### src/rtl/aes128_block_decrypt_macros.svh
// ---------------------------------------------------------------------------
// aes128_block_decrypt assertion macros
// shared property forms for the block decrypt checks
// ---------------------------------------------------------------------------
`ifndef AES128_BLOCK_DECRYPT_MACROS_SVH
`define AES128_BLOCK_DECRYPT_MACROS_SVH

// overlapping implication, checked outside reset
`define AESD_ASSERT_IMP(label, clk, rst, ante, cons) \
  label: assert property (@(posedge clk) disable iff (rst) (ante) |-> cons) \
    else $error("aesd check failed");

// next-cycle implication, checked outside reset
`define AESD_ASSERT_NXT(label, clk, rst, ante, cons) \
  label: assert property (@(posedge clk) disable iff (rst) (ante) |=> (cons)) \
    else $error("aesd check failed");

`endif

### src/rtl/aesd_pkg.sv
// ---------------------------------------------------------------------------
// aesd_pkg
// types, byte tables and round functions for aes-128 decryption
// ---------------------------------------------------------------------------
package aesd_pkg;

  typedef struct packed {
    logic [63:0] cipher_high;
    logic [63:0] cipher_low;
  } in_t;

  typedef struct packed {
    logic [63:0] plain_high;
    logic [63:0] plain_low;
  } out_t;

  typedef enum logic [0:0] {
    CFG_KEY_HIGH = 1'b0,
    CFG_KEY_LOW  = 1'b1
  } cfg_idx_t;

  localparam logic [7:0] RCON_INIT = 8'h01;
  localparam logic [7:0] GF_POLY   = 8'h1b;

  localparam logic [7:0] FWD_BOX [256] = '{
    8'h63,8'h7c,8'h77,8'h7b,8'hf2,8'h6b,8'h6f,8'hc5,8'h30,8'h01,8'h67,8'h2b,8'hfe,8'hd7,8'hab,8'h76,
    8'hca,8'h82,8'hc9,8'h7d,8'hfa,8'h59,8'h47,8'hf0,8'had,8'hd4,8'ha2,8'haf,8'h9c,8'ha4,8'h72,8'hc0,
    8'hb7,8'hfd,8'h93,8'h26,8'h36,8'h3f,8'hf7,8'hcc,8'h34,8'ha5,8'he5,8'hf1,8'h71,8'hd8,8'h31,8'h15,
    8'h04,8'hc7,8'h23,8'hc3,8'h18,8'h96,8'h05,8'h9a,8'h07,8'h12,8'h80,8'he2,8'heb,8'h27,8'hb2,8'h75,
    8'h09,8'h83,8'h2c,8'h1a,8'h1b,8'h6e,8'h5a,8'ha0,8'h52,8'h3b,8'hd6,8'hb3,8'h29,8'he3,8'h2f,8'h84,
    8'h53,8'hd1,8'h00,8'hed,8'h20,8'hfc,8'hb1,8'h5b,8'h6a,8'hcb,8'hbe,8'h39,8'h4a,8'h4c,8'h58,8'hcf,
    8'hd0,8'hef,8'haa,8'hfb,8'h43,8'h4d,8'h33,8'h85,8'h45,8'hf9,8'h02,8'h7f,8'h50,8'h3c,8'h9f,8'ha8,
    8'h51,8'ha3,8'h40,8'h8f,8'h92,8'h9d,8'h38,8'hf5,8'hbc,8'hb6,8'hda,8'h21,8'h10,8'hff,8'hf3,8'hd2,
    8'hcd,8'h0c,8'h13,8'hec,8'h5f,8'h97,8'h44,8'h17,8'hc4,8'ha7,8'h7e,8'h3d,8'h64,8'h5d,8'h19,8'h73,
    8'h60,8'h81,8'h4f,8'hdc,8'h22,8'h2a,8'h90,8'h88,8'h46,8'hee,8'hb8,8'h14,8'hde,8'h5e,8'h0b,8'hdb,
    8'he0,8'h32,8'h3a,8'h0a,8'h49,8'h06,8'h24,8'h5c,8'hc2,8'hd3,8'hac,8'h62,8'h91,8'h95,8'he4,8'h79,
    8'he7,8'hc8,8'h37,8'h6d,8'h8d,8'hd5,8'h4e,8'ha9,8'h6c,8'h56,8'hf4,8'hea,8'h65,8'h7a,8'hae,8'h08,
    8'hba,8'h78,8'h25,8'h2e,8'h1c,8'ha6,8'hb4,8'hc6,8'he8,8'hdd,8'h74,8'h1f,8'h4b,8'hbd,8'h8b,8'h8a,
    8'h70,8'h3e,8'hb5,8'h66,8'h48,8'h03,8'hf6,8'h0e,8'h61,8'h35,8'h57,8'hb9,8'h86,8'hc1,8'h1d,8'h9e,
    8'he1,8'hf8,8'h98,8'h11,8'h69,8'hd9,8'h8e,8'h94,8'h9b,8'h1e,8'h87,8'he9,8'hce,8'h55,8'h28,8'hdf,
    8'h8c,8'ha1,8'h89,8'h0d,8'hbf,8'he6,8'h42,8'h68,8'h41,8'h99,8'h2d,8'h0f,8'hb0,8'h54,8'hbb,8'h16
  };

  localparam logic [7:0] REV_BOX [256] = '{
    8'h52,8'h09,8'h6a,8'hd5,8'h30,8'h36,8'ha5,8'h38,8'hbf,8'h40,8'ha3,8'h9e,8'h81,8'hf3,8'hd7,8'hfb,
    8'h7c,8'he3,8'h39,8'h82,8'h9b,8'h2f,8'hff,8'h87,8'h34,8'h8e,8'h43,8'h44,8'hc4,8'hde,8'he9,8'hcb,
    8'h54,8'h7b,8'h94,8'h32,8'ha6,8'hc2,8'h23,8'h3d,8'hee,8'h4c,8'h95,8'h0b,8'h42,8'hfa,8'hc3,8'h4e,
    8'h08,8'h2e,8'ha1,8'h66,8'h28,8'hd9,8'h24,8'hb2,8'h76,8'h5b,8'ha2,8'h49,8'h6d,8'h8b,8'hd1,8'h25,
    8'h72,8'hf8,8'hf6,8'h64,8'h86,8'h68,8'h98,8'h16,8'hd4,8'ha4,8'h5c,8'hcc,8'h5d,8'h65,8'hb6,8'h92,
    8'h6c,8'h70,8'h48,8'h50,8'hfd,8'hed,8'hb9,8'hda,8'h5e,8'h15,8'h46,8'h57,8'ha7,8'h8d,8'h9d,8'h84,
    8'h90,8'hd8,8'hab,8'h00,8'h8c,8'hbc,8'hd3,8'h0a,8'hf7,8'he4,8'h58,8'h05,8'hb8,8'hb3,8'h45,8'h06,
    8'hd0,8'h2c,8'h1e,8'h8f,8'hca,8'h3f,8'h0f,8'h02,8'hc1,8'haf,8'hbd,8'h03,8'h01,8'h13,8'h8a,8'h6b,
    8'h3a,8'h91,8'h11,8'h41,8'h4f,8'h67,8'hdc,8'hea,8'h97,8'hf2,8'hcf,8'hce,8'hf0,8'hb4,8'he6,8'h73,
    8'h96,8'hac,8'h74,8'h22,8'he7,8'had,8'h35,8'h85,8'he2,8'hf9,8'h37,8'he8,8'h1c,8'h75,8'hdf,8'h6e,
    8'h47,8'hf1,8'h1a,8'h71,8'h1d,8'h29,8'hc5,8'h89,8'h6f,8'hb7,8'h62,8'h0e,8'haa,8'h18,8'hbe,8'h1b,
    8'hfc,8'h56,8'h3e,8'h4b,8'hc6,8'hd2,8'h79,8'h20,8'h9a,8'hdb,8'hc0,8'hfe,8'h78,8'hcd,8'h5a,8'hf4,
    8'h1f,8'hdd,8'ha8,8'h33,8'h88,8'h07,8'hc7,8'h31,8'hb1,8'h12,8'h10,8'h59,8'h27,8'h80,8'hec,8'h5f,
    8'h60,8'h51,8'h7f,8'ha9,8'h19,8'hb5,8'h4a,8'h0d,8'h2d,8'he5,8'h7a,8'h9f,8'h93,8'hc9,8'h9c,8'hef,
    8'ha0,8'he0,8'h3b,8'h4d,8'hae,8'h2a,8'hf5,8'hb0,8'hc8,8'heb,8'hbb,8'h3c,8'h83,8'h53,8'h99,8'h61,
    8'h17,8'h2b,8'h04,8'h7e,8'hba,8'h77,8'hd6,8'h26,8'he1,8'h69,8'h14,8'h63,8'h55,8'h21,8'h0c,8'h7d
  };

  // byte i of a block sits at bits [127-8i -: 8]
  function automatic logic [7:0] xtime(input logic [7:0] x);
    return {x[6:0], 1'b0} ^ (x[7] ? GF_POLY : 8'h00);
  endfunction

  function automatic logic [127:0] inv_shift_sub(input logic [127:0] s);
    logic [127:0] t;
    t = '0;
    for (int r = 0; r < 4; r++) begin
      for (int c = 0; c < 4; c++) begin
        t[127 - 8 * (4 * c + r) -: 8] = REV_BOX[s[127 - 8 * (4 * ((c - r + 4) % 4) + r) -: 8]];
      end
    end
    return t;
  endfunction

  function automatic logic [31:0] inv_mix_col(input logic [31:0] col);
    logic [7:0] a [4];
    logic [7:0] x2 [4];
    logic [7:0] x4 [4];
    logic [7:0] x8 [4];
    logic [7:0] m9 [4];
    logic [7:0] mb [4];
    logic [7:0] md [4];
    logic [7:0] me [4];
    for (int i = 0; i < 4; i++) begin
      a[i]  = col[31 - 8 * i -: 8];
      x2[i] = xtime(a[i]);
      x4[i] = xtime(x2[i]);
      x8[i] = xtime(x4[i]);
      m9[i] = x8[i] ^ a[i];
      mb[i] = x8[i] ^ x2[i] ^ a[i];
      md[i] = x8[i] ^ x4[i] ^ a[i];
      me[i] = x8[i] ^ x4[i] ^ x2[i];
    end
    return {me[0] ^ mb[1] ^ md[2] ^ m9[3],
            m9[0] ^ me[1] ^ mb[2] ^ md[3],
            md[0] ^ m9[1] ^ me[2] ^ mb[3],
            mb[0] ^ md[1] ^ m9[2] ^ me[3]};
  endfunction

  function automatic logic [127:0] inv_mix(input logic [127:0] s);
    logic [127:0] t;
    t = '0;
    for (int c = 0; c < 4; c++) begin
      t[127 - 32 * c -: 32] = inv_mix_col(s[127 - 32 * c -: 32]);
    end
    return t;
  endfunction

  // one step of the key schedule: next round key from the previous one
  function automatic logic [127:0] key_step(input logic [127:0] w, input logic [7:0] rcon);
    logic [31:0] t;
    logic [31:0] w0;
    logic [31:0] w1;
    logic [31:0] w2;
    logic [31:0] w3;
    t  = {w[23:0], w[31:24]};
    t  = {FWD_BOX[t[31:24]] ^ rcon, FWD_BOX[t[23:16]], FWD_BOX[t[15:8]], FWD_BOX[t[7:0]]};
    w0 = w[127:96] ^ t;
    w1 = w[95:64] ^ w0;
    w2 = w[63:32] ^ w1;
    w3 = w[31:0] ^ w2;
    return {w0, w1, w2, w3};
  endfunction

endpackage

### src/rtl/aesd_key_sched.sv
// ---------------------------------------------------------------------------
// aesd_key_sched
// key registers and round key expansion, one round key per cycle
// ---------------------------------------------------------------------------
module aesd_key_sched import aesd_pkg::*; #(
  parameter int NUM_ROUNDS = 10
) (
  input  logic         clk,
  input  logic         rst,
  input  logic         cfg_valid,
  input  logic         cfg_index,
  input  logic [63:0]  cfg_data,
  output logic         expanding,
  output logic [127:0] round_keys [NUM_ROUNDS + 1]
);

  localparam int CntW = $clog2(NUM_ROUNDS + 1);

  logic [63:0]     key_high;
  logic [63:0]     key_low;
  logic [CntW-1:0] cnt;
  logic [7:0]      rcon;
  logic [127:0]    work;
  logic [127:0]    new_key;
  logic [127:0]    step_key;

  always_comb begin
    unique case (cfg_idx_t'(cfg_index))
      CFG_KEY_HIGH: new_key = {cfg_data, key_low};
      CFG_KEY_LOW:  new_key = {key_high, cfg_data};
      default:      new_key = {key_high, key_low};
    endcase
  end

  assign step_key = key_step(work, rcon);

  always_ff @(posedge clk) begin
    if (rst) begin
      key_high      <= '0;
      key_low       <= '0;
      work          <= '0;
      round_keys[0] <= '0;
      cnt           <= CntW'(1);
      rcon          <= RCON_INIT;
      expanding     <= 1'b1;
    end else if (cfg_valid) begin
      key_high      <= new_key[127:64];
      key_low       <= new_key[63:0];
      work          <= new_key;
      round_keys[0] <= new_key;
      cnt           <= CntW'(1);
      rcon          <= RCON_INIT;
      expanding     <= 1'b1;
    end else if (expanding) begin
      round_keys[cnt] <= step_key;
      work            <= step_key;
      rcon            <= xtime(rcon);
      cnt             <= cnt + CntW'(1);
      if (cnt == CntW'(NUM_ROUNDS)) begin
        expanding <= 1'b0;
      end
    end
  end

endmodule

### config.mk
export PLATFORM = sky130hd
export DESIGN_NAME = aesd_key_sched
export DESIGN_NICKNAME = d
export VERILOG_FILES = /design/src/rtl/aes128_block_decrypt_macros.svh /design/src/rtl/aesd_pkg.sv /design/src/rtl/aesd_key_sched.sv
export SDC_FILE = /design/constraint.sdc
export NUM_CORES = 2
export LEC_CHECK = 0
export BUFFER_PORTS_ARGS = -buffer_cell sky130_fd_sc_hd__buf_4
export CAP_MARGIN = 30
export CELL_PAD_IN_SITES_DETAIL_PLACEMENT = 0
export CELL_PAD_IN_SITES_GLOBAL_PLACEMENT = 2
export CORE_AREA = 3 3 573 575
export CTS_CLUSTER_SIZE = 40
export DETAILED_ROUTE_END_ITERATION = 7
export DIE_AREA = 0 0 576 578
export HOLD_SLACK_MARGIN = 0.1
export PLACE_DENSITY = 0.63
export REMOVE_ABC_BUFFERS = 1
export SYNTH_ARGS = -nofsm -noshare
export SYNTH_HDL_FRONTEND = slang
export SYNTH_SLANG_ARGS = --single-unit
export TNS_END_PERCENT = 10
### constraint.sdc
create_clock -name clk -period 5.85 [get_ports clk]
set_input_delay 0.585 -clock clk [delete_from_list [all_inputs] [get_ports clk]]
set_output_delay 0.585 -clock clk [all_outputs]
set_load 0.02 [all_outputs]
==> impl_metrics.tcl <==
set metrics [dict create \
    io_buffers 1476 \
    total_power_w 0.0700 \
    setup_viol 0 \
    synth_area_per_cell_sq_um 12.5 \
    ir_worst_vdd_mv 0.572 \
    mostFrequentLayoutCells "1780 x buf_4, 1280 x edfxtp_1, 584 x nand2_1" \
    wl_met3_microns 27300 \
    synthTopCellsByArea "edfxtp_1 53%, dfxtp_1 11%, nand2_1 3.0%, a21oi_1 2.7%, mux2_2 1.6%" \
    slowest_delay_ps 780 \
    place_hpwl_microns 263000 \
    power_density_nw_per_um2 719 \
    rsz0062_at_grt "false" \
    synth_ff_type "edfxtp_1" \
    grt.total_usage 0.212 \
    fmax_mhz 198 \
    clock_latency_ps 880 \
    dr.pass1.iters 8 \
    cp_max_fo 15 \
    cts_tree "built" \
    routedLengthMet1_microns 156000 \
    grt_max_degree 142 \
    ys_seq_area_frac 0.641 \
    ioPinCount 1477 \
    critPathLaunchType "flip-flop" \
    yosys_warnings 0 \
    crit_chain "inv_1 > ha_1 > and2_1 > o21ai_0 > a311oi_1 > a211oi_1 > a32oi_1 > xnor3_1 > xor2_2 > xnor2_2 > buf_4" \
    die_h_microns 578 \
    worstHoldPathType "in2reg" \
    final_common_cell "buf_4" \
    synth.distinct_cells 104 \
    syn_inst 5768 \
    floorplan.core_area_sq_um 324000 \
    clkSlewWorstSetupHoldPaths_ps 60 \
    synth_top_cell_by_area "edfxtp_1" \
    setup.worst_path.end_class "flip-flop" \
    root_buffer "clkbuf_16" \
    via_count 58100 \
    yosys.area.top_type_share 0.531 \
    drive_above_1_share 0.322 \
    period_needed_ps 5040 \
    drv_cap 0 \
    wl_met2_microns 177000 \
    num_rows 209 \
    die-area_sq_um 333000 \
    finalCoreUtilization 0.301 \
    vias_per_cell 4.90 \
    finalHoldViolations 0 \
    drt-wirelength-per-cell_microns 31.3 \
    place_inst 11500 \
    finalClockSkew_ps 69.9 \
    cts_buffer_depth 4 \
    antenna_found_initial 42 \
    start_util 0.224 \
    drc 0 \
    die_w_microns 576 \
    critPathRequiredTime_ps 6580 \
    stdcell_area_sq_um 97400 \
    ant_nets 0 \
    place_area_sq_um 90600 \
    overflow 0 \
    crit_type "reg2reg" \
    cp_slowest_cell "ha_1" \
    gp_congestion 0.947 \
    fin_cells 11900 \
    grt_pass1_wl_microns 500000 \
    finalMaxSlewViolations 0 \
    maxSlewHeadroom 0.329 \
    p_leak_nw 35.7 \
    drt_iter0_markers 5379 \
    status "complete, no violations" \
    fin_nets 7492 \
    synth_edf_count 1280 \
    ctsResizeCount 0 \
    synthArstFlopShare 0 \
    synth_seq_cells 1677 \
    tightest_slew_ps 999 \
    numClockSinks 1677 \
    highest_layer "met5" \
    area_delta_synth_final_pct 34.5 \
    cts_buffers 196 \
    mappedNetlistArea_sq_um 72400 \
    cp.arrival_ps 5770 \
    period_share 0.862 \
    cts_max_level 4 \
    grt_pass1_vias 56600 \
    wl_microns 371000 \
]
-- power breakdown --
group	internal (W)	switching, W	leakage (nW)
clock network	0.00714	0.00523	3.09
registers	0.0203	0.00100	14.8
logic	0.0105	0.0258	17.8
-- worst paths after layout --
check | slack [ps] | start | cells past startpoint | end
max | 810 | work[16]$_SDFFE_PP0P_ | 11 | round_keys[541]$_DFFE_PP_
min | 190 | cfg_data[37] | 4 | key_low[37]$_SDFFE_PP0P_
max reg2reg | 810 | work[16]$_SDFFE_PP0P_ | 11 | round_keys[541]$_DFFE_PP_
min reg2reg | 440 | round_keys[1291]$_SDFFE_PP0P_ | 2 | round_keys[1291]$_SDFFE_PP0P_
-- flip-flops by register name (all words and copies together) (netlist names) --
name and flops:
round_keys 1408, work 128, key_high 64, key_low 64, rcon 8, cnt 4, expanding 1
-- critical path, delay by kind of cell, from the launching register on --
| kind | cells | cell delay [ps] |
|---|---|---|
| AO/OA/AOI/OAI | 4 | 1470 |
| XOR/XNOR | 3 | 1260 |
| adder cells (fa/ha/maj) | 1 | 780 |
| buffers and inverters | 2 | 580 |
| AND/OR/NAND/NOR | 1 | 440 |
| flip-flops | 1 | 310 |
-- synth_stat cells (24+ instances only) --
cell and instances:
dfxtp_1 397, o311ai_0 47, a21boi_0 52, mux2i_1 104, buf_2 128, mux2_2 101
xnor3_1 28, o22ai_1 41, xor2_1 84, and3_1 24, inv_1 56, a211oi_1 51
nand2_1 588, a311oi_1 59, nor2b_1 104, o211ai_1 68, or2_2 29, a221oi_1 29
mux4_2 30, o21a_1 51, a21oi_1 388, o31ai_1 27, nand2b_1 105, nand3b_1 24
nand3_1 104, buf_1 41, a31oi_1 119, and2_1 52, edfxtp_1 1280, nor3_1 123
nor2_1 279, ha_1 60, clkbuf_1 262, xnor2_1 120, buf_4 31, a21o_1 30
o21ai_0 187, or3_1 37
-- per-stage QoR --
stage | worst slack, ps | hold slack, ps | setup TNS, ps
after global routing | 376 | 154 | 0
after global placement | -230 | 433 | -2320
after detailed placement | 486 | 434 | 0
final | 810 | 191 | 0
after floorplan | -1540 | 426 | -2235830
after CTS | 489 | 100 | 0
-- cell type report --
cell class              instances  area, sq um
fillers                     33000       226000
flip-flops and latches       1677        46400
multi-input cells            3556        24200
repair buffers               1862        14600
well taps                    4325         5410
clock buffers                 227         5120
clock inverters               125         1280
inverters                      71          278
diodes                         14         35.0
-- kinds of logic (layout without fill, tap and decap cells) --
logic type	after synthesis	count (layout)	synth area share
multiplexers	235	235	0.0394
adder cells (fa/ha/maj)	61	61	0.0105
AO/OA/AOI/OAI	1439	1439	0.137
flip-flops	1677	1677	0.641
buffers and inverters	535	2285	0.0317
other	0	14	0
AND/OR/NAND/NOR	1579	1579	0.105
XOR/XNOR	242	242	0.0361
-- per-layer routing --
metal,vias up,global-route usage
met5,-,0
met4,4,0.0605
met3,487,0.0463
met2,2703,0.353
met1,29900,0.276
li1,25000,-
-- what timing repair did --
| action | in CTS | in global routing |
|---|---|---|
| setup buffers | 0 | 0 |
| endpoints found under the hold margin | 53 | 0 |
| hold buffers | 37 | 0 |
No activity file was read; power rests on OpenSTA's default activity.
